--- config.mk ---
export PLATFORM = sky130hd
export DESIGN_NAME = whf_regs
export DESIGN_NICKNAME = d
export VERILOG_FILES = /design/src/rtl/core/whf_pkg.sv /design/src/rtl/core/whf_regs.sv
export SDC_FILE = /design/constraint.sdc
export NUM_CORES = 1
export LEC_CHECK = 0
export BUFFER_PORTS_ARGS = -buffer_cell sky130_fd_sc_hd__buf_2
export CORE_MARGIN = 1.5
export CORE_UTILIZATION = 52
export DETAILED_ROUTE_END_ITERATION = 12
export PLACE_DENSITY = 0.95
export RECOVER_POWER = 50
export SYNTH_ARGS = -nofsm -noshare
export SYNTH_HDL_FRONTEND = slang
export SYNTH_SLANG_ARGS = --single-unit
--- constraint.sdc ---
create_clock -name clk -period 2.7 [get_ports clk]
set_input_delay 0.27 -clock clk [delete_from_list [all_inputs] [get_ports clk]]
set_output_delay 0.27 -clock clk [all_outputs]
set_load 0.05 [all_outputs]
--- src/rtl/core/whf_pkg.sv ---
// Package for the waypoint heading follower: shared types, register map and CORDIC table.
// No dependencies.
package whf_pkg;

  localparam int unsigned CoordW = 24;
  localparam int unsigned AngleW = 16;
  localparam int unsigned AddrW  = 5;

  // Register byte addresses
  localparam logic [AddrW-1:0] RegMaxLin  = 5'd0;
  localparam logic [AddrW-1:0] RegMinLin  = 5'd4;
  localparam logic [AddrW-1:0] RegMaxTurn = 5'd8;
  localparam logic [AddrW-1:0] RegGain    = 5'd12;
  localparam logic [AddrW-1:0] RegTol     = 5'd16;
  localparam logic [AddrW-1:0] RegTip     = 5'd20;
  localparam logic [AddrW-1:0] RegRecip   = 5'd24;

  localparam logic CmdLoad = 1'b0;
  localparam logic CmdTick = 1'b1;

  typedef struct packed {
    logic [11:0] max_lin;
    logic [11:0] min_lin;
    logic [12:0] max_turn;
    logic [15:0] gain;
    logic [14:0] tol;
    logic [14:0] tip;
    logic [23:0] recip;
  } cfg_t;

  function automatic logic [13:0] atan_entry(input logic [4:0] i);
    logic [13:0] v;
    case (i)
      5'd0:  v = 14'd8192;
      5'd1:  v = 14'd4836;
      5'd2:  v = 14'd2555;
      5'd3:  v = 14'd1297;
      5'd4:  v = 14'd651;
      5'd5:  v = 14'd326;
      5'd6:  v = 14'd163;
      5'd7:  v = 14'd81;
      5'd8:  v = 14'd41;
      5'd9:  v = 14'd20;
      5'd10: v = 14'd10;
      5'd11: v = 14'd5;
      5'd12: v = 14'd3;
      5'd13: v = 14'd1;
      5'd14: v = 14'd1;
      default: v = 14'd0;
    endcase
    return v;
  endfunction

endpackage

--- src/rtl/core/whf_regs.sv ---
// Configuration register file for the waypoint heading follower, APB-style write/read.
// Depends on whf_pkg.
module whf_regs (
  input  logic                       clk,
  input  logic                       rst,
  input  logic                       psel,
  input  logic                       penable,
  input  logic                       pwrite,
  input  logic [whf_pkg::AddrW-1:0]  paddr,
  input  logic [31:0]                pwdata,
  output logic [31:0]                prdata,
  output whf_pkg::cfg_t              cfg
);

  logic wr;
  assign wr = psel && penable && pwrite;

  always_ff @(posedge clk) begin
    if (rst) begin
      cfg.max_lin  <= 12'd400;
      cfg.min_lin  <= 12'd50;
      cfg.max_turn <= 13'd400;
      cfg.gain     <= 16'd6283;
      cfg.tol      <= 15'd1565;
      cfg.tip      <= 15'd7301;
      cfg.recip    <= 24'd3217;
    end else if (wr) begin
      case (paddr)
        whf_pkg::RegMaxLin:  cfg.max_lin  <= pwdata[11:0];
        whf_pkg::RegMinLin:  cfg.min_lin  <= pwdata[11:0];
        whf_pkg::RegMaxTurn: cfg.max_turn <= pwdata[12:0];
        whf_pkg::RegGain:    cfg.gain     <= pwdata[15:0];
        whf_pkg::RegTol:     cfg.tol      <= pwdata[14:0];
        whf_pkg::RegTip:     cfg.tip      <= pwdata[14:0];
        whf_pkg::RegRecip:   cfg.recip    <= pwdata[23:0];
        default: ;
      endcase
    end
  end

  always_comb begin
    case (paddr)
      whf_pkg::RegMaxLin:  prdata = {20'd0, cfg.max_lin};
      whf_pkg::RegMinLin:  prdata = {20'd0, cfg.min_lin};
      whf_pkg::RegMaxTurn: prdata = {19'd0, cfg.max_turn};
      whf_pkg::RegGain:    prdata = {16'd0, cfg.gain};
      whf_pkg::RegTol:     prdata = {17'd0, cfg.tol};
      whf_pkg::RegTip:     prdata = {17'd0, cfg.tip};
      whf_pkg::RegRecip:   prdata = {8'd0, cfg.recip};
      default:             prdata = 32'd0;
    endcase
  end

endmodule

**Word-level counts from Yosys, hierarchy flattened**

Index checks and enable logic that the tools add are counted.

- Multiplexer cells: 1
- Reductions and logical operators: 10
- Eq/ne operators: 6

Operator list:

| kind | count |
|---|---|
| 24-bit case mux with 7 select lines | 1 |
| 5-bit equality test, second input constant | 3 |
| 2-bit AND reduction | 7 |
| 5-bit by 4-bit equality test with 1-bit output, second input constant | 2 |
| 5-bit by 3-bit equality test with 1-bit output, second input constant | 1 |
| 5-bit zero test | 1 |
| 1-bit logical AND | 2 |

- Input port bits: 42
- Word-level logic and storage cells: 24
- Bits in registers: 107
- Output and inout bits: 139

**Depth between registers and ports, before layout**

Gate-level depths: netlist of run 1.

- Depth in word-level cells: 3
- Gate-level depth with buffers: 7
- Mapped depth without buffers: 4

**Least setup slack after synthesis of run 1**

No wires, ideal clock.

- Path kind: in2out
- Start: input paddr[2] (netlist bit)
- End: output prdata[12]
- Arrival: 2.264 ns
- Path buffers: 1
- Slack: 0.166 ns
- Required time: 2.430 ns
- Stages on the path: 4
- Cells stage by stage: nor3_1 -> nand2_1 -> clkbuf_1 -> o311ai_1

- Word-level cells in the longest chain between the ends: 2
- Elaborated cells on any way between the ends: 8

Ends and longest elaborated chain:

| item | RTL line | RTL |
|---|---|---|
| start, declared | whf_regs.sv:9 | `input logic [whf_pkg::AddrW-1:0] paddr,` |
| 5-bit equality test, or another cell as far along | whf_regs.sv:42 | `case (paddr)` |
| 24-bit case mux with 7 select lines * | whf_regs.sv:42 |  |
| end, declared | whf_regs.sv:11 | `output logic [31:0] prdata,` |

Mark *: on every way between the ends. The rest lies on a longest branch, timed or not.

**Final worst setup path of run 1**

Same ends and word-level chain as after synthesis.

==> results of run 1 <==
cell type report:
cell class	count	area (um^2)	share of cell area, %
multi-input combinational	406	2250	40.6
sequential	107	2140	38.7
timing repair buffer	181	811	14.6
tap	108	135	2.44
clock buffer	10	128	2.30
clock inverter	6	66.3	1.20
inverter	2	7.51	0.136
through the flow:
step | power, mW | setup slack (ns) | hold WS [ns] | cells | util (%)
global route | 2.88 | 0.152 | 0.132 | 820 | 63.8
CTS | 2.81 | 0.249 | 0.129 | 820 | 65.8
floorplan | 1.79 | 0.166 | 0.387 | 567 | -
detailed placement | 1.87 | 0.250 | 0.461 | 804 | 63.5
global placement | 1.87 | 0.315 | 0.448 | 804 | 63.5
finish | 2.82 | 0.230 | 0.124 | 820 | 63.8
power by group:
group	switching, mW	internal [mW]
Clock	0.551	0.429
Sequential	0.00297	1.58
Combinational	0.187	0.0680
cells by family (layout without fill, tap and decap cells):
group / Yosys count / after routing / synth area share, %
compound gates: 124 / 124 / 15.1
mux: 27 / 27 / 8.80
buf+inv: 54 / 199 / 5.75
other cells: 1 / 8 / 0.0809
simple gates: 247 / 247 / 24.0
flops: 107 / 107 / 46.2
layout by cell type (no fill, tap or decap), types with 4 or more instances in the layout:
cell type  count
buf_4         12
a221o_1       11
clkbuf_1     113
mux4_2        11
or3_1          4
nor3_2         6
nand2_1      154
clkbuf_8       9
nor2_1        25
dfxtp_1      107
and2_1         8
conb_1         8
buf_2         56
a21oi_1      103
mux2i_1       16
nor3_1        35
worst reg2reg max path, delay by kind of cell, from the launching register on:
family,cells,cell delay [ns]
simple gates,1,0.24
compound gates,1,0.07
flops,1,0.35
per-layer routing:
layer | up-vias | track usage [%] | wire [um]
met4 | 0 | 17.6 | 751
li1 | 2211 | - | -
met1 | 2292 | 40.9 | 5860
met2 | 351 | 47.4 | 7000
met3 | 67 | 8.35 | 1670
met5 | - | 0 | 0
worst max path at each step:
stage / from / endpoint / depth (start not counted) / slack (ns)
global placement: paddr[2] / prdata[12] / 7 / 0.31
detailed placement: paddr[2] / prdata[12] / 7 / 0.25
global route: paddr[2] / prdata[12] / 7 / 0.15
floorplan: paddr[2] / prdata[12] / 4 / 0.17
CTS: paddr[2] / prdata[12] / 7 / 0.25
finish: paddr[2] / prdata[12] / 7 / 0.23
==> qor.csv, run 1 <==
stage,metric,value,unit
outcome,status,completed,
worst_setup_path,critical path arrival,2.20,ns
floorplanning,die width,97.4,um
cts,postcts setup bufs,0,
synth,Post-synth EDFFs,0,
cts,TritonCTS clock tree,done,
min_path,Worst Hold Launch,pwdata[19],
route,Post-Route WL,15.3,mm
worst_setup_path,FF-to-FF Start,cfg[57],
worst_setup_path,"Cell Chain, Critical Path",buf_2 > or3b_1 > nor3b_4 > buf_12 > nand2_1 > o311ai_1 > buf_2,
sta,fmax,405,MHz
global_route,vias in the first global route,4582,
worst_setup_path,Top delay family on crit path,simple AND/OR/NAND/NOR gates,
finish,layout cells sized above 1,14.7,%
placed_design,dpl hpwl,10.9,mm
worst_setup_path,CP Buf/Inv Count,3,
power,worst vdd ir,0.301,mV
synth,largest area contributor in the netlist,dfxtp_1,
synth,Syn Area/Cell,8.28,um^2
floorplanning,Starting Density,53.4,%
global_route,first-pass GRT wire length,23.8,mm
synth,"count leader, synth",nand2_1,
floorplanning,DIE AREA,9490,um^2
worst_setup_path,R2R Path End,cfg[57],
sta,final count of negative-setup-slack endpoints,0,
placed_design,global placer's final weighted congestion,0.903,
route,Remaining DRCs,0,
floorplanning,core area,8680,um^2
cts,CTS Buf Count,9,
finish,# diodes,0,
sta,RSZ-0062 raised after global routing,no,
finish,max reg flops,107,
route,routed len/inst,18.6,um
floorplanning,Die Y,97.4,um
synth,Async SR Flop Fraction,0,%
sta,Worst-Margin Slew,1.04,ns
sta,"Hold Vio Cnt, Final",0,
worst_setup_path,"slowest stage delay, CP",0.55,ns
cts,Root Buffer,clkbuf_8,
route,Antenna Violating Nets Remaining,0,
worst_setup_path,reg-to-reg setup timing slack,1.88,ns
synth,"Distinct cells, synth",39,
finish,Top reg by flops,cfg,
min_path,Hold Crit Class,primary input to flip-flop,
synth,Mapped Cells,560,
cts,H-tree depth,3,
job,max cap viols,0,
global_route,largest net degree at the start of global routing,72,
sta,Rel. slew slack,30.8,%
route,First-pass DRT Iterations,5,
sta,Clock Skew,0,ns
power,power density cells,509,nW/um^2
cts,Sink Count,107,
min_path,Hold EP,cfg[19],
worst_setup_path,slowest CP cell,or3b_1,
finish,Layout area overhead,19.5,%
worst_setup_path,crit path kind,primary input to output port,
finish,Largest regs,cfg (107),
sta,fin crit share,91.5,%
placed_design,number of port buffers,164,
placed_design,placed inst area,5510,um^2
synth,top cell type's share of synthesized area,46.2,%
synth,sequential area share after synthesis,46.2,%
global_route,grt total ovfl,0,
synth,synth top area cells,"dfxtp_1 46%, nand2_1 12%, a21oi_1 11%",
power,leakage power,1.96,nW
worst_setup_path,critical path launch point type,primary input,
worst_setup_path,WP data required,2.43,ns
cts,clock tree buffer depth,2,
worst_setup_path,r2r worst-path depth,2,
cts,Post-CTS Resized,0,
cts,Worst-path clk slew,0.10,ns
finish,layout filler cell count,747,
synth,post-synth design cell area,4640,um^2
route,via count,4921,
sta,"Slew Viols, Final",0,
floorplanning,io pins,181,
synth,top_reg_cell synth,dfxtp_1,
synth,synth warn,0,
worst_setup_path,Critical Path Most Common Cell,buf_2,
finish,final instance area,5540,um^2
sta,Tmin final,2.47,ns
route,drt via density,6.00,
sta,final sum of negative setup slack,0,ns
synth,#FFs+latches synth,107,
worst_setup_path,Worst Path Max Fanout,12,
cts,"Clk Latency, worst-skew pair",0.37,ns
finish,Nets,749,
floorplanning,num rows,34,
synth,Commonest cells post-synth,"154 x nand2_1, 107 x dfxtp_1, 103 x a21oi_1, 35 x nor3_1, 25 x nor2_1",
route,drt initial violations,545,
global_route,antenna violations before repair,0,
cts,hold_buf cts,0,
min_path,WHS Path Cells,3,
global_route,GRT Total Usage,31.4,%
worst_setup_path,Worst setup EP type,output port,
Power figures use the tool's default switching activity.
==> run 2: changes to the inputs <==
--- a/config.mk
+++ b/config.mk
@@ -9,7 +9,7 @@
 export CORE_MARGIN = 1.5
 export CORE_UTILIZATION = 52
 export DETAILED_ROUTE_END_ITERATION = 12
-export PLACE_DENSITY = 0.95
+export PLACE_DENSITY_LB_ADDON = 0.12
 export RECOVER_POWER = 50
 export SYNTH_ARGS = -nofsm -noshare
 export SYNTH_HDL_FRONTEND = slang
==> constraint.sdc (replaced) <==
create_clock -name clk -period 2.7 [get_ports clk]
set_input_delay 0.27 -clock clk [delete_from_list [all_inputs] [get_ports clk]]
set_output_delay 0.27 -clock clk [all_outputs]
set_load 0.01 [all_outputs]
==> run 2 against run 1 <==
Effect of this change: the run now ends with max-capacitance violations, max-slew violations left; critical path depth is 1 lower; final cell count is 0.12% lower; via count is 5.5% lower; sequential share of layout area is 0.052 points higher; global-route usage is 2.1 points lower; flip-flop and latch count stayed put; final area is 0.14% lower; largest cell class unchanged; fmax is 1.7% higher; highest routed layer unchanged.
==> qor.csv, run 2 (synthesis gave the netlist of run 1 again) <==
stage,metric,value,unit
outcome,status,"finished, violations left",
outcome,violated checks,"max-capacitance violations, max-slew violations",
route,First-pass DRT Iterations,5,
power,Reg power frac,57.1,%
finish,Largest regs,cfg (107),
job,max cap viols,1,
placed_design,global placer's final weighted congestion,0.862,
finish,layout cells sized above 1,14.9,%
floorplanning,io pins,181,
sta,Rel. slew slack,-7.06,%
sta,Worst-Margin Slew,1.59,ns
global_route,first-pass GRT wire length,22.2,mm
power,combinational share of power,7.2,%
power,Int Pwr,2.08,mW
worst_setup_path,WP data required,2.98,ns
placed_design,number of port buffers,164,
floorplanning,die width,97.4,um
route,drt via density,5.68,
cts,TritonCTS clock tree,done,
placed_design,dpl hpwl,10.0,mm
finish,# diodes,0,
sta,"Slew Viols, Final",10,
sta,final sum of negative setup slack,0,ns
global_route,vias in the first global route,4255,
sta,"Hold Vio Cnt, Final",0,
power,Clk pwr share,35.6,%
cts,postcts setup bufs,0,
cts,hold_buf cts,0,
sta,fin crit share,90.0,%
worst_setup_path,critical path launch point type,primary input,
floorplanning,Starting Density,53.4,%
floorplanning,Die Y,97.4,um
finish,fin cells,819,
placed_design,dpl cells,803,
power,worst vdd ir,0.325,mV
worst_setup_path,crit path kind,primary input to flip-flop,
power,leakage power,1.97,nW
sta,Tmin final,2.43,ns
global_route,largest net degree at the start of global routing,67,
power,NetSw,0.688,mW
worst_setup_path,Worst setup EP type,flip-flop,
finish,layout filler cell count,837,
finish,max reg flops,107,
cts,Sink Count,107,
global_route,grt total ovfl,0,
power,Sw Ratio,24.8,%
sta,Clock Skew,0,ns
global_route,GRT Total Usage,29.3,%
finish,"commonest cells after routing, fill and taps aside","154 x nand2_1, 111 x clkbuf_1, 107 x dfxtp_1, 103 x a21oi_1, 54 x buf_2",
finish,Top reg by flops,cfg,
finish,"commonest non-fill, non-tap cell in the layout",nand2_1,
route,via count,4651,
floorplanning,DIE AREA,9490,um^2
finish,Layout area overhead,19.4,%
route,Remaining DRCs,0,
floorplanning,core area,8680,um^2
cts,H-tree depth,3,
worst_setup_path,Worst Path Max Fanout,10,
cts,Worst-path clk slew,0.10,ns
sta,RSZ-0062 raised after global routing,no,
cts,Root Buffer,clkbuf_8,
cts,clock tree buffer depth,2,
route,drt initial violations,293,
worst_setup_path,critical path arrival,2.71,ns
floorplanning,num rows,34,
worst_setup_path,r2r worst-path depth,2,
cts,CTS Buf Count,9,
cts,Post-CTS Resized,0,
sta,fmax,412,MHz
cts,"Clk Latency, worst-skew pair",0.34,ns
finish,Nets,748,
power,power density cells,501,nW/um^2
min_path,Hold Crit Class,primary input to flip-flop,
route,Post-Route WL,14.1,mm
route,routed len/inst,17.3,um
sta,final count of negative-setup-slack endpoints,0,
route,Antenna Violating Nets Remaining,0,
global_route,antenna violations before repair,0,
min_path,WHS Path Cells,3,
[run 2: cell count changes in the layout (fill, tap and decap cells not counted)]
cell	change
clkinv_4	-1
clkbuf_1	-2
buf_2	-2
clkinv_2	+1
clkinvlp_4	-2
buf_12	-1
inv_6	+3
buf_4	+3
[run 2: area by class of cell]
cell class / instances / area [um^2] / area share (%)
repair buffers: 180 / 800 / 14.5
flip-flops and latches: 107 / 2140 / 38.7
inverters: 2 / 7.51 / 0.136
clock buffers: 9 / 124 / 2.24
well taps: 108 / 135 / 2.44
clock inverters: 7 / 73.8 / 1.33
multi-input cells: 406 / 2250 / 40.7
[run 2: worst max-delay path, stage by stage]
cell and delay, ns:
clkbuf_1 0.30, nand4_1 0.32, nor4_1 1.28, buf_4 0.34, nand2_1 0.07, a21oi_1 0.12
[run 2: power by group through the flow]
stage | combinational, mW | sequential [mW] | clock (mW)
after floorplan | 0.121 | 1.62 | 0
after global placement | 0.197 | 1.62 | 0
after detailed placement | 0.201 | 1.62 | 0
after CTS | 0.201 | 1.58 | 1.00
after global routing | 0.214 | 1.58 | 1.06
final | 0.200 | 1.58 | 0.988
[run 2: routing by layer]
layer  part of all wire, %  GRT usage (%)  vias to the layer above  wire, um
met3                    10           6.26                       17      1440
met5                     0              0                        -         0
li1                      -              -                     2197         -
met4                   1.3           8.79                        0       186
met1                    42           40.3                     2185      5940
met2                    47           46.4                      252      6580
[run 2: metrics by stage]
| step | setup WS (ns) | util [%] | power [mW] | hold slack (ns) | cell area, um^2 |
|---|---|---|---|---|---|
| CTS | 0.350 | 65.6 | 2.79 | 0.134 | 5690 |
| floorplan | 0.793 | - | 1.74 | 0.387 | 4660 |
| global placement | 0.375 | 63.3 | 1.82 | 0.451 | 5490 |
| finish | 0.271 | 63.8 | 2.77 | 0.138 | 5530 |
| global route | 0.119 | 63.8 | 2.86 | 0.130 | 5530 |
| detailed placement | 0.350 | 63.3 | 1.82 | 0.458 | 5490 |
[run 2: path summary, 6_finish.rpt]
kind	start	end	slack [ns]
hold / removal	pwdata[21]	cfg[21]	0.14
hold reg to reg	cfg[21]	cfg[21]	0.47
setup reg to reg	cfg[74]	cfg[74]	1.95
setup / recovery	paddr[3]	cfg[70]	0.27
